--- src/hw/rtl/double_ended_queue_assert.svh ---
// assertion macros for the double-ended queue
// each one samples on clk_i and is disabled while rst_ni is low
`ifndef DOUBLE_ENDED_QUEUE_ASSERT_SVH
`define DOUBLE_ENDED_QUEUE_ASSERT_SVH

// same-cycle implication
`define DBQ_ASSERT_IMM(lbl, ante, cons) \
  lbl: assert property (@(posedge clk_i) disable iff (!rst_ni) (ante) |-> (cons)) \
    else $error("double_ended_queue assertion failed");

// next-cycle implication
`define DBQ_ASSERT_NXT(lbl, ante, cons) \
  lbl: assert property (@(posedge clk_i) disable iff (!rst_ni) (ante) |=> (cons)) \
    else $error("double_ended_queue assertion failed");

`endif

--- src/hw/rtl/dbq_pkg.sv ---
// ----------------------------------------------------------------------------
// dbq_pkg
// Operation codes and fixed port widths of the double-ended queue.
// ----------------------------------------------------------------------------
`timescale 1ns / 1ps

package dbq_pkg;

  localparam int FuncW   = 3;
  localparam int IndexW  = 4;
  localparam int ValueW  = 32;
  localparam int CountOW = 5;

  localparam logic [FuncW-1:0] FUNC_PUSH_FRONT = 3'd0;
  localparam logic [FuncW-1:0] FUNC_PUSH_REAR  = 3'd1;
  localparam logic [FuncW-1:0] FUNC_POP_FRONT  = 3'd2;
  localparam logic [FuncW-1:0] FUNC_POP_REAR   = 3'd3;
  localparam logic [FuncW-1:0] FUNC_DELETE     = 3'd4;
  localparam logic [FuncW-1:0] FUNC_READ_INDEX = 3'd5;
  localparam logic [FuncW-1:0] FUNC_CLEAR      = 3'd6;

endpackage

--- src/hw/rtl/dbq_ram.sv ---
// ----------------------------------------------------------------------------
// dbq_ram
// Generic single-write, single-read RAM with a registered read port.
// ----------------------------------------------------------------------------
`timescale 1ns / 1ps

module dbq_ram #(
  parameter int WIDTH = 32,
  parameter int DEPTH = 16
) (
  input  logic                     clk_i,
  input  logic                     we_i,
  input  logic [$clog2(DEPTH)-1:0] waddr_i,
  input  logic [WIDTH-1:0]         wdata_i,
  input  logic [$clog2(DEPTH)-1:0] raddr_i,
  output logic [WIDTH-1:0]         rdata_o
);

  logic [WIDTH-1:0] mem_q [DEPTH];
  logic [WIDTH-1:0] rdata_q;

  always_ff @(posedge clk_i) begin
    if (we_i) begin
      mem_q[waddr_i] <= wdata_i;
    end
    rdata_q <= mem_q[raddr_i];
  end

  assign rdata_o = rdata_q;

endmodule

--- src/hw/rtl/double_ended_queue.sv ---
// ----------------------------------------------------------------------------
// double_ended_queue
// Bounded double-ended queue kept in a ring RAM, one request per transaction.
// ----------------------------------------------------------------------------
//
//  channel  direction  handshake              payload
//  in       sink       in_valid_i/in_ready_o   func_i, value_i, index_i
//  out      source     out_valid_o/out_ready_i read_data_o, ok_o, front_value_o,
//                                              rear_value_o, count_o, empty_res_o
//
//  push, pop, clear: decode, front read, rear read, finish; a request that
//  leaves the queue empty skips the front and rear reads
//  read by index adds an index read; delete checks front, then rear, then scans
//  and shifts the middle: every step goes through the one ring RAM read port
//  reset clears state, count, front pointer and output valid, not the RAM
//  a result stalled on out_ready_i holds the finish step; no new request
//  is taken meanwhile
// ----------------------------------------------------------------------------
`timescale 1ns / 1ps

`include "double_ended_queue_assert.svh"

module double_ended_queue #(
  parameter int DEPTH      = 16,
  parameter int DATA_WIDTH = 32
) (
  input  logic                          clk_i,
  input  logic                          rst_ni,
  input  logic                          in_valid_i,
  output logic                          in_ready_o,
  input  logic [dbq_pkg::FuncW-1:0]     func_i,
  input  logic [dbq_pkg::ValueW-1:0]    value_i,
  input  logic [dbq_pkg::IndexW-1:0]    index_i,
  output logic                          out_valid_o,
  input  logic                          out_ready_i,
  output logic [dbq_pkg::ValueW-1:0]    read_data_o,
  output logic                          ok_o,
  output logic [dbq_pkg::ValueW-1:0]    front_value_o,
  output logic [dbq_pkg::ValueW-1:0]    rear_value_o,
  output logic [dbq_pkg::CountOW-1:0]   count_o,
  output logic                          empty_res_o
);

  localparam int AW = $clog2(DEPTH);
  localparam int CW = $clog2(DEPTH + 1);
  localparam int DW = DATA_WIDTH;
  localparam int VW = dbq_pkg::ValueW;
  localparam int IW = dbq_pkg::IndexW;
  localparam int OW = dbq_pkg::CountOW;

  localparam logic [CW-1:0] DepthC = CW'(DEPTH);
  localparam logic [CW-1:0] OneC   = CW'(1);
  localparam logic [CW-1:0] TwoC   = CW'(2);

  localparam logic [3:0] S_IDLE   = 4'd0;
  localparam logic [3:0] S_DECODE = 4'd1;
  localparam logic [3:0] S_RD_IDX = 4'd2;
  localparam logic [3:0] S_DEL_F  = 4'd3;
  localparam logic [3:0] S_DEL_R  = 4'd4;
  localparam logic [3:0] S_SCAN   = 4'd5;
  localparam logic [3:0] S_SHIFT  = 4'd6;
  localparam logic [3:0] S_RD_F   = 4'd7;
  localparam logic [3:0] S_RD_R   = 4'd8;
  localparam logic [3:0] S_RD_RW  = 4'd9;
  localparam logic [3:0] S_FINISH = 4'd10;

  // (a + b) mod DEPTH for a < DEPTH and b <= DEPTH
  function automatic logic [AW-1:0] add_mod(logic [AW-1:0] a, logic [CW-1:0] b);
    logic [CW:0] s;
    s = {{(CW + 1 - AW){1'b0}}, a} + {1'b0, b};
    if (s >= (CW + 1)'(DEPTH)) begin
      s = s - (CW + 1)'(DEPTH);
    end
    return s[AW-1:0];
  endfunction

  // control
  logic [3:0]    state_q, state_d;
  logic [CW-1:0] cnt_q, cnt_d;
  logic [AW-1:0] front_q, front_d;
  logic          out_valid_q, out_valid_d;

  // payload
  logic [dbq_pkg::FuncW-1:0] func_q, func_d;
  logic [DW-1:0] val_q, val_d;
  logic [IW-1:0] idx_q, idx_d;
  logic [CW-1:0] p_q, p_d;
  logic [AW-1:0] ws_q, ws_d;
  logic [AW-1:0] rs_q, rs_d;
  logic [DW-1:0] rd_q, rd_d;
  logic          ok_q, ok_d;
  logic [DW-1:0] fv_q, fv_d;
  logic [DW-1:0] rv_q, rv_d;
  logic [DW-1:0] o_rd_q, o_rd_d;
  logic          o_ok_q, o_ok_d;
  logic [DW-1:0] o_fv_q, o_fv_d;
  logic [DW-1:0] o_rv_q, o_rv_d;
  logic [CW-1:0] o_cnt_q, o_cnt_d;
  logic          o_empty_q, o_empty_d;

  // ram port
  logic          ram_we;
  logic [AW-1:0] ram_waddr;
  logic [DW-1:0] ram_wdata;
  logic [AW-1:0] ram_raddr;
  logic [DW-1:0] ram_rdata;

  // width adaption
  logic [DW+VW-1:0] val_w;
  logic [DW-1:0]    val_in;
  logic [CW+IW-1:0] idx_w;
  logic [CW-1:0]    idx_c;
  logic             idx_ok;

  logic [AW-1:0] front_inc, front_dec, rear_slot, tail_slot, idx_slot, rs_inc;
  logic          hit, full, more;

  assign val_w  = {{DW{1'b0}}, value_i};
  assign val_in = val_w[DW-1:0];
  assign idx_w  = {{CW{1'b0}}, idx_q};
  assign idx_c  = idx_w[CW-1:0];
  assign idx_ok = idx_w < {{IW{1'b0}}, cnt_q};

  assign front_inc = add_mod(front_q, OneC);
  assign front_dec = add_mod(front_q, DepthC - OneC);
  assign rear_slot = add_mod(front_q, cnt_q - OneC);
  assign tail_slot = add_mod(front_q, cnt_q);
  assign idx_slot  = add_mod(front_q, idx_c);
  assign rs_inc    = add_mod(rs_q, OneC);

  assign hit  = ram_rdata == val_q;
  assign full = cnt_q == DepthC;
  // in scan, another middle position remains before the rear; in shift, another element remains to move
  assign more = (p_q + TwoC) < cnt_q;

  assign in_ready_o = state_q == S_IDLE;

  always_comb begin
    state_d     = state_q;
    cnt_d       = cnt_q;
    front_d     = front_q;
    out_valid_d = out_valid_q;
    func_d      = func_q;
    val_d       = val_q;
    idx_d       = idx_q;
    p_d         = p_q;
    ws_d        = ws_q;
    rs_d        = rs_q;
    rd_d        = rd_q;
    ok_d        = ok_q;
    fv_d        = fv_q;
    rv_d        = rv_q;
    o_rd_d      = o_rd_q;
    o_ok_d      = o_ok_q;
    o_fv_d      = o_fv_q;
    o_rv_d      = o_rv_q;
    o_cnt_d     = o_cnt_q;
    o_empty_d   = o_empty_q;
    ram_we      = 1'b0;
    ram_waddr   = ws_q;
    ram_wdata   = val_q;
    ram_raddr   = front_q;

    if (out_valid_q && out_ready_i) begin
      out_valid_d = 1'b0;
    end

    unique case (state_q)
      S_IDLE: begin
        if (in_valid_i) begin
          func_d  = func_i;
          val_d   = val_in;
          idx_d   = index_i;
          rd_d    = '0;
          ok_d    = 1'b0;
          state_d = S_DECODE;
        end
      end
      S_DECODE: begin
        state_d = S_RD_F;
        unique case (func_q)
          dbq_pkg::FUNC_PUSH_FRONT: begin
            if (!full) begin
              front_d   = front_dec;
              ram_we    = 1'b1;
              ram_waddr = front_dec;
              cnt_d     = cnt_q + OneC;
              ok_d      = 1'b1;
            end
          end
          dbq_pkg::FUNC_PUSH_REAR: begin
            if (!full) begin
              ram_we    = 1'b1;
              ram_waddr = tail_slot;
              cnt_d     = cnt_q + OneC;
              ok_d      = 1'b1;
            end
          end
          dbq_pkg::FUNC_POP_FRONT: begin
            if (cnt_q != '0) begin
              front_d = front_inc;
              cnt_d   = cnt_q - OneC;
              ok_d    = 1'b1;
            end
          end
          dbq_pkg::FUNC_POP_REAR: begin
            if (cnt_q != '0) begin
              cnt_d = cnt_q - OneC;
              ok_d  = 1'b1;
            end
          end
          dbq_pkg::FUNC_DELETE: begin
            if (cnt_q != '0) begin
              ram_raddr = front_q;
              state_d   = S_DEL_F;
            end
          end
          dbq_pkg::FUNC_READ_INDEX: begin
            if (idx_ok) begin
              ram_raddr = idx_slot;
              state_d   = S_RD_IDX;
            end
          end
          dbq_pkg::FUNC_CLEAR: begin
            cnt_d   = '0;
            front_d = '0;
            ok_d    = 1'b1;
          end
          default: begin
          end
        endcase
      end
      S_RD_IDX: begin
        rd_d    = ram_rdata;
        ok_d    = 1'b1;
        state_d = S_RD_F;
      end
      S_DEL_F: begin
        if (hit) begin
          front_d = front_inc;
          cnt_d   = cnt_q - OneC;
          ok_d    = 1'b1;
          state_d = S_RD_F;
        end else begin
          ram_raddr = rear_slot;
          state_d   = S_DEL_R;
        end
      end
      S_DEL_R: begin
        if (hit) begin
          cnt_d   = cnt_q - OneC;
          ok_d    = 1'b1;
          state_d = S_RD_F;
        end else if (TwoC < cnt_q) begin
          // middle scan starts at the second position
          p_d       = OneC;
          rs_d      = front_inc;
          ram_raddr = front_inc;
          state_d   = S_SCAN;
        end else begin
          state_d = S_RD_F;
        end
      end
      S_SCAN: begin
        rs_d      = rs_inc;
        ram_raddr = rs_inc;
        if (hit) begin
          ws_d    = rs_q;
          state_d = S_SHIFT;
        end else begin
          p_d = p_q + OneC;
          if (!more) begin
            state_d = S_RD_F;
          end
        end
      end
      S_SHIFT: begin
        // move the later element one place toward the front
        ram_we    = 1'b1;
        ram_waddr = ws_q;
        ram_wdata = ram_rdata;
        ws_d      = rs_q;
        rs_d      = rs_inc;
        ram_raddr = rs_inc;
        p_d       = p_q + OneC;
        if (!more) begin
          cnt_d   = cnt_q - OneC;
          ok_d    = 1'b1;
          state_d = S_RD_F;
        end
      end
      S_RD_F: begin
        ram_raddr = front_q;
        if (cnt_q == '0) begin
          fv_d    = '0;
          rv_d    = '0;
          state_d = S_FINISH;
        end else begin
          state_d = S_RD_R;
        end
      end
      S_RD_R: begin
        fv_d      = ram_rdata;
        ram_raddr = rear_slot;
        state_d   = S_RD_RW;
      end
      S_RD_RW: begin
        rv_d    = ram_rdata;
        state_d = S_FINISH;
      end
      S_FINISH: begin
        if (!out_valid_q || out_ready_i) begin
          o_rd_d      = rd_q;
          o_ok_d      = ok_q;
          o_fv_d      = fv_q;
          o_rv_d      = rv_q;
          o_cnt_d     = cnt_q;
          o_empty_d   = cnt_q == '0;
          out_valid_d = 1'b1;
          state_d     = S_IDLE;
        end
      end
      default: begin
        state_d = S_IDLE;
      end
    endcase
  end

  always_ff @(posedge clk_i or negedge rst_ni) begin
    if (!rst_ni) begin
      state_q     <= S_IDLE;
      cnt_q       <= '0;
      front_q     <= '0;
      out_valid_q <= 1'b0;
    end else begin
      state_q     <= state_d;
      cnt_q       <= cnt_d;
      front_q     <= front_d;
      out_valid_q <= out_valid_d;
    end
  end

  always_ff @(posedge clk_i) begin
    func_q    <= func_d;
    val_q     <= val_d;
    idx_q     <= idx_d;
    p_q       <= p_d;
    ws_q      <= ws_d;
    rs_q      <= rs_d;
    rd_q      <= rd_d;
    ok_q      <= ok_d;
    fv_q      <= fv_d;
    rv_q      <= rv_d;
    o_rd_q    <= o_rd_d;
    o_ok_q    <= o_ok_d;
    o_fv_q    <= o_fv_d;
    o_rv_q    <= o_rv_d;
    o_cnt_q   <= o_cnt_d;
    o_empty_q <= o_empty_d;
  end

  dbq_ram #(
    .WIDTH (DW),
    .DEPTH (DEPTH)
  ) u_ring (
    .clk_i   (clk_i),
    .we_i    (ram_we),
    .waddr_i (ram_waddr),
    .wdata_i (ram_wdata),
    .raddr_i (ram_raddr),
    .rdata_o (ram_rdata)
  );

  // outputs show the low bits of an element
  logic [DW+VW-1:0] o_rd_w, o_fv_w, o_rv_w;
  logic [CW+OW-1:0] o_cnt_w;

  assign o_rd_w  = {{VW{1'b0}}, o_rd_q};
  assign o_fv_w  = {{VW{1'b0}}, o_fv_q};
  assign o_rv_w  = {{VW{1'b0}}, o_rv_q};
  assign o_cnt_w = {{OW{1'b0}}, o_cnt_q};

  assign out_valid_o   = out_valid_q;
  assign read_data_o   = o_rd_w[VW-1:0];
  assign ok_o          = o_ok_q;
  assign front_value_o = o_fv_w[VW-1:0];
  assign rear_value_o  = o_rv_w[VW-1:0];
  assign count_o       = o_cnt_w[OW-1:0];
  assign empty_res_o   = o_empty_q;

  // rear pop on a non-empty queue being decoded
  logic pop_rear_dec;
  assign pop_rear_dec = state_q == S_DECODE && func_q == dbq_pkg::FUNC_POP_REAR &&
                        cnt_q != '0;

  `DBQ_ASSERT_IMM(a_cnt_bound, 1'b1, cnt_q <= DepthC)
  `DBQ_ASSERT_IMM(a_scan_pos, state_q == S_SCAN || state_q == S_SHIFT, (p_q + OneC) < cnt_q)
  `DBQ_ASSERT_IMM(a_out_from_finish, $rose(out_valid_q), $past(state_q) == S_FINISH)
  `DBQ_ASSERT_NXT(a_pop_dec, pop_rear_dec, cnt_q == $past(cnt_q) - OneC)
  `DBQ_ASSERT_IMM(a_empty_match, out_valid_q, o_empty_q == (o_cnt_q == '0))

endmodule
--- config.mk ---
export PLATFORM = sky130hd
export DESIGN_NAME = double_ended_queue
export DESIGN_NICKNAME = d
export VERILOG_FILES = /design/src/hw/rtl/dbq_pkg.sv /design/src/hw/rtl/dbq_ram.sv /design/src/hw/rtl/double_ended_queue.sv
export VERILOG_INCLUDE_DIRS = /design/src /design/src/hw/rtl
export SDC_FILE = /design/constraint.sdc
export NUM_CORES = 1
export LEC_CHECK = 0
export BUFFER_PORTS_ARGS = -buffer_cell sky130_fd_sc_hd__buf_2
export CAP_MARGIN = 10
export CORE_MARGIN = 2
export CORE_UTILIZATION = 30
export CTS_CLUSTER_SIZE = 8
export DETAILED_ROUTE_END_ITERATION = 10
export MAX_ROUTING_LAYER = met4
export SETUP_SLACK_MARGIN = 0.1
export SYNTH_ARGS = -nofsm -noshare
export SYNTH_HDL_FRONTEND = slang
export SYNTH_SLANG_ARGS = --single-unit
--- constraint.sdc ---
create_clock -name clk_i -period 8.3 [get_ports clk_i]
set_input_delay 1.245 -clock clk_i [delete_from_list [all_inputs] [get_ports clk_i]]
set_output_delay 1.245 -clock clk_i [all_outputs]
set_load 0.03 [all_outputs]
Word-level counts from Yosys, hierarchy flattened --
Memories as Yosys holds them, arrays and structs flattened. A register that Yosys moved wholly into a read port is not among the register bits. Index checks and enable logic that the tools add are counted.
Operators by class: add/subtract/negate cells 16, $lt $le $gt $ge 9, equality and inequality tests 34, mux-type cells 69, reduce and logical (&&, ||, !) cells 32
Operator list (number):
- $pmux 32 s2 | 3
- $mux 32 | 3
- $mux 4 | 24
- $pmux 5 s3 | 3
- $pmux 4 s11 | 1
- $mux 5 | 7
- $eq 32x32->1 | 1
- $pmux 4 s2 | 4
- $sub 4x1->4 const B | 6
- $ge 5x5->1 const B | 4
- $pmux 4 s5 | 1
- $ne 2x2->1 const B | 9
- $eq 4x3->1 const B | 4
- $reduce_and 2->1 | 7
- $add 4x5->6 | 2
- $eq 4x4->1 const B | 3
- $ge 6x5->1 const B | 2
- $mux 1 | 12
- $pmux 4 s3 | 1
- $reduce_bool 2->1 | 6
- $add 4x1->5 const B | 2
- $add 5x1->5 const B | 2
- $reduce_bool 5->1 | 2
- $eq 3x3->1 const B | 3
- other kinds (36) | 48
Storage, ports and cells: register bits after elaboration 266, bits in writable memories 512, logic and storage cells 181, memories 1
Memory list:
- u_ring.mem_q | words 16, width 32, rd ports 1, clocked after Yosys merged registers in 1, write ports 1, RTL line dbq_ram.sv:19 | logic [WIDTH-1:0] mem_q [DEPTH];

Depth between registers and ports, before layout --
word-level depth 6, gate-level depth with buffers 14

By module --
A second synthesis with hierarchy kept.
Unflattened totals: cells, all modules 1597, area total of the unflattened synthesis 31137.4 um^2
By module, submodules not included:
- dbq_ram | instances 1, cells each 838, area an instance 19854.0 um^2, sequential area each 16015.4 um^2
- double_ended_queue | instances 1, cells each 759, area an instance 11283.3 um^2, sequential area each 7917.6 um^2

Worst setup path after synthesis --
OpenSTA, ideal clock, no wires.
path kind input -> register, start point in out_ready_i, end point reg o_cnt_q[0] (netlist: count_o[0]) (enable), library setup time 0.474 ns, data arrival time 3.816 ns, data required time 7.826 ns, slack 4.010 ns, stages 2, buffers on the path 0, cell sequence nand2b_1 -> and3_1
On the way: word-level cells in the longest chain between the ends 2
RTL lines:
- start: declaration | RTL line double_ended_queue.sv:35 | input logic out_ready_i,
- $logic_or 1x1->1 | RTL line double_ended_queue.sv:312 | if (!out_valid_q || out_ready_i) begin
- $reduce_and 2->1 (no line)
- end signal: assignment | RTL line double_ended_queue.sv:358 | o_cnt_q <= o_cnt_d;
- end: declaration | RTL line double_ended_queue.sv:98 | logic [CW-1:0] o_cnt_q, o_cnt_d;
Every way passes these cells. A chain may end at the register's enable or synchronous reset.

Worst setup path after layout --
start point reg state_q[3], end point reg u_ring.rdata_q[20] (netlist: u_ring.rdata_o[20]), read port of u_ring.mem_q
On the way: word-level cells in the longest chain between the ends 3, elaborated cells between the ends (all ways) 8, those cells by class 6 x eq/ne; 1 x mux; 1 x reduce/logical
RTL lines:
- start: declaration | RTL line double_ended_queue.sv:78 | logic [3:0] state_q, state_d;
- start signal: assignment | RTL line double_ended_queue.sv:336 | state_q <= state_d;
- $eq 4x3->1 | RTL line double_ended_queue.sv:168 | unique case (state_q)
- $reduce_or 2->1 (no line)
- $pmux 4 s5 (*) | RTL line double_ended_queue.sv:168
- end: declaration | RTL line dbq_ram.sv:20 | logic [WIDTH-1:0] rdata_q;
Every way passes the cells marked *; elsewhere a longest branch is shown, timed or not.

==> impl_summary.txt <==
----------------------------------------------------
[Clock network]
  Post-CTS repair timing setup buffer count ... 0
  Hold buffer count at cts ... 0
  Number of gates resized after cts ... 0
  Clock latency of the later-clocked register in the worst-skew pair ... 0.68 ns
  Max clock buf depth ... 3
  Register clock-pin slew on the reported worst setup and hold paths ... 0.05 ns
  H-Tree Depth ... 3
  Number of buffers inserted during clock tree synthesis ... 112
  Root cell of the clock tree ... clkbuf_16
  Clock tree from TritonCTS ... done
  Sinks on the clock net ... 810

[STA]
  Final worst-path cycle share ... 0.643
  Final setup TNS ... 0 ns
  Final setup viols ... 0
  Setup repair after global routing missed its margin ... no
  Slew of the pin with the lowest slew margin ... 1.20 ns
  Final hold violations ... 0
  Worst relative slew slack ... 0.196
  Smallest setup slack after layout ... 2.97 ns
  Worst hold slack ... 0.414 ns
  F_max ... 187 MHz
  Clock skew after layout ... 0.0365 ns
  Max-slew violation total from the final report ... 0
  Final worst path period need ... 5.33 ns

[GRT]
  Vias in the first global route ... 17400
  Met2 track utilization from global routing ... 0.236
  Most used routing layer in global routing ... met2
  Antenna violations before repair ... 2
  Met3 global-route usage ... 0.0274
  Total routing usage reported by global routing ... 0.150
  Grt met1 use ... 0.196
  Largest net degree at the start of global routing ... 108
  Sum of overflow across all layers after global routing ... 0
  First-pass GRT wire length ... 116000 um

[Synth]
  Mapped cell area ... 31500 um2
  Part of the Yosys area used for sequential elements ... 0.759
  Cell types with the largest area share after synthesis ... edfxtp_1 73%, mux2i_1 8.3%, o22ai_1 2.6%, dfxtp_1 2.0%, and3_1 2.0%
  Commonest cells in the netlist ... 764 x edfxtp_1, 262 x mux2i_1, 131 x o22ai_1, 99 x and3_1, 43 x xnor2_1
  Cell type contributing the most total cell area after synthesis ... edfxtp_1
  Most common flop cell mapped by yosys ... edfxtp_1
  Top-area cell type share of the netlist area ... 0.727
  Post-Synthesis Mean Instance Area ... 17.3 um2
  Distinct cell type count of the synthesized netlist ... 67
  Net count after synthesis ... 1896
  Number of synthesized register bits ... 810
  Ys Warns ... 0
  Most numerous cell in the Yosys netlist ... edfxtp_1
  Post-synthesis instance total ... 1827
  Number of enable flip-flop cells after synthesis ... 764
  Synth async-reset ratio ... 0.0173

[Worst setup path]
  Arrival @ worst endpoint ... 5.81 ns
  Register-to-register setup slack ... 2.97 ns
  Largest driver fanout on the critical path ... 90
  Worst setup path endpoint ... u_ring.rdata_o[20]
  Critical path launch point ... state_q[3]
  CP startpoint kind ... flop
  Critical path capture point type ... flop
  R2R Path End ... u_ring.rdata_o[20]
  Critical path data required time ... 8.78 ns
  Worst R2R Start ... state_q[3]
  Worst R2R Path Depth ... 10
  Crit path kind ... reg -> reg

[Route]
  Number of detailed-routing iterations run before antenna repair ... 7
  Average detailed-routed wire length per instance ... 22.9 um
  Via count normalized by instance count ... 4.98
  Routed Wire Length ... 79900 um
  Antenna-violating nets left ... 0
  Starting DRT DRC Count ... 1767
  Number of design rule violations left after detail routing ... 0
  Vias post-DR ... 17400

[Die]
  Boundary pin count ... 148
  Number of standard-cell rows in the floorplan ... 118
  Floorplan die area ... 108000 um2
  Die height ... 328 um
  Width of the chip ... 328 um
  Core Region ... 104000 um2
  Starting density of the core ... 0.303

[Placement]
  Cell Count Post-Placement ... 3291
  Total half-perimeter wirelength after legalization and detailed placement ... 45600 um
  Post-Place Setup Slack ... 3.08 ns
  Quantity of I/O buffers inserted on ports ... 147
  Placer congestion estimate ... 0.881
  Placement Cell Area ... 34000 um2

[Worst hold path]
  Tightest Hold Check Type ... reg -> reg

[Job]
  Max capacitance violation total ... 0

[Layout]
  Final non-filler cell total ... 3484
  Share of final-layout standard cells stronger than drive strength 1 ... 0.181
  Final standard cell area without fillers ... 37300 um2
  Number of nets at the end of the flow ... 2094
  P&R area growth vs syn ... 18.1%

[Pwr]
  Leakage power summed over all cells ... 13.5 nW
  Worst voltage drop across the vdd grid ... 0.000680 V
  Power density cells ... 410 nW/um2

[Status]
  Outcome ... finished, final reports clean

----------------------------------------------------
-- worst max-delay path: stages (launching register included) --
cell	delay (ns)
dfrtp_1	0.71
nor2b_4	1.05
nand2_1	0.30
and3_1	0.26
o21a_1	0.14
a221o_1	0.33
a221oi_4	0.54
buf_12	0.43
mux2i_1	0.28
o22ai_1	0.12
or4_1	0.70
-- worst min-delay path by stage --
stage | cells past startpoint | startpoint | end
after global placement | 0 | rd_q[26] | read_data_o[26]
final | 0 | fv_q[21] | front_value_o[21]
after CTS | 0 | rv_q[22] | rear_value_o[22]
after global routing | 0 | rd_q[12] | read_data_o[12]
after detailed placement | 0 | fv_q[21] | front_value_o[21]
after floorplan | 0 | fv_q[0] | front_value_o[0]
-- power breakdown --
part / switching, W / internal (W) / total (W)
logic: 0.00338 / 0.00210 / 0.00547
registers: 0.000447 / 0.00518 / 0.00563
clock network: 0.00163 / 0.00256 / 0.00419
-- kinds of logic (layout without fill, tap and decap cells) --
family          Yosys count  after routing  share of synthesized area
simple gates            288            288                     0.0521
compound gates          238            238                     0.0497
other cells               0              2                          0
fa+ha+maj                26             26                     0.0110
xor+xnor                 53             53                     0.0147
buf+inv                 116            391                     0.0185
flops                   810            810                      0.759
mux                     296            296                     0.0953
-- cells in the final DEF, fill, tap and decap left out, types with 4 or more instances in the layout --
cell,n
a21oi_1,25
mux2_2,34
nor2_4,17
nand2_1,42
nor2_1,23
nand2b_1,11
o211ai_4,4
or4_1,34
nor3_1,10
inv_1,17
dfxtp_1,32
nand3_1,11
mux2i_1,262
clkbuf_1,69
dfrtp_1,14
xor2_1,10
o22ai_1,131
buf_4,32
a31oi_1,4
o21ai_0,24
or3_1,4
clkbuf_16,115
ha_1,23
nor4_1,4
o21a_1,4
a21o_1,10
and3_1,98
xnor2_1,43
buf_2,147
nand4_1,12
edfxtp_1,764
-- metrics by stage --
step	total power, W	util
3_5_place_dp	0.0112	0.327
2_1_floorplan	0.00955	-
3_3_place_gp	0.0110	0.327
5_1_grt	0.0160	0.358
4_1_cts	0.0154	0.358
6_report	0.0153	0.358
-- cell type report --
cell class                 count  area [um2]
antenna                        2        5.00
clock buffer                 186        3160
clock inverter                 5        86.3
fill                        9735       66700
inverter                      19        71.3
multi-input combinational    901        7250
sequential                   810       23900
tap                         1380        1730
timing repair buffer         181        1020
-- sequential cells by signal, summed over array words and instances (netlist names) --
name	cells
p_q	5
front_value_o	32
rs_q	4
ok_o	1
front_q	4
cnt_q	5
func_q	3
idx_q	4
ws_q	4
fv_q	32
out_valid_o	1
read_data_o	32
u_ring.mem_q	512
rear_value_o	32
rv_q	32
empty_res_o	1
state_q	4
count_o	5
u_ring.rdata_o	32
rd_q	32
val_q	32
ok_q	1
-- per-layer routing --
metal  vias to the layer above  wire, um
li1                       7680         -
met1                      8862     34300
met2                       666     37600
met3                       149      5630
met4                         0      2330
met5                         -         0
Note: power is estimated with default switching activity, not from simulation.
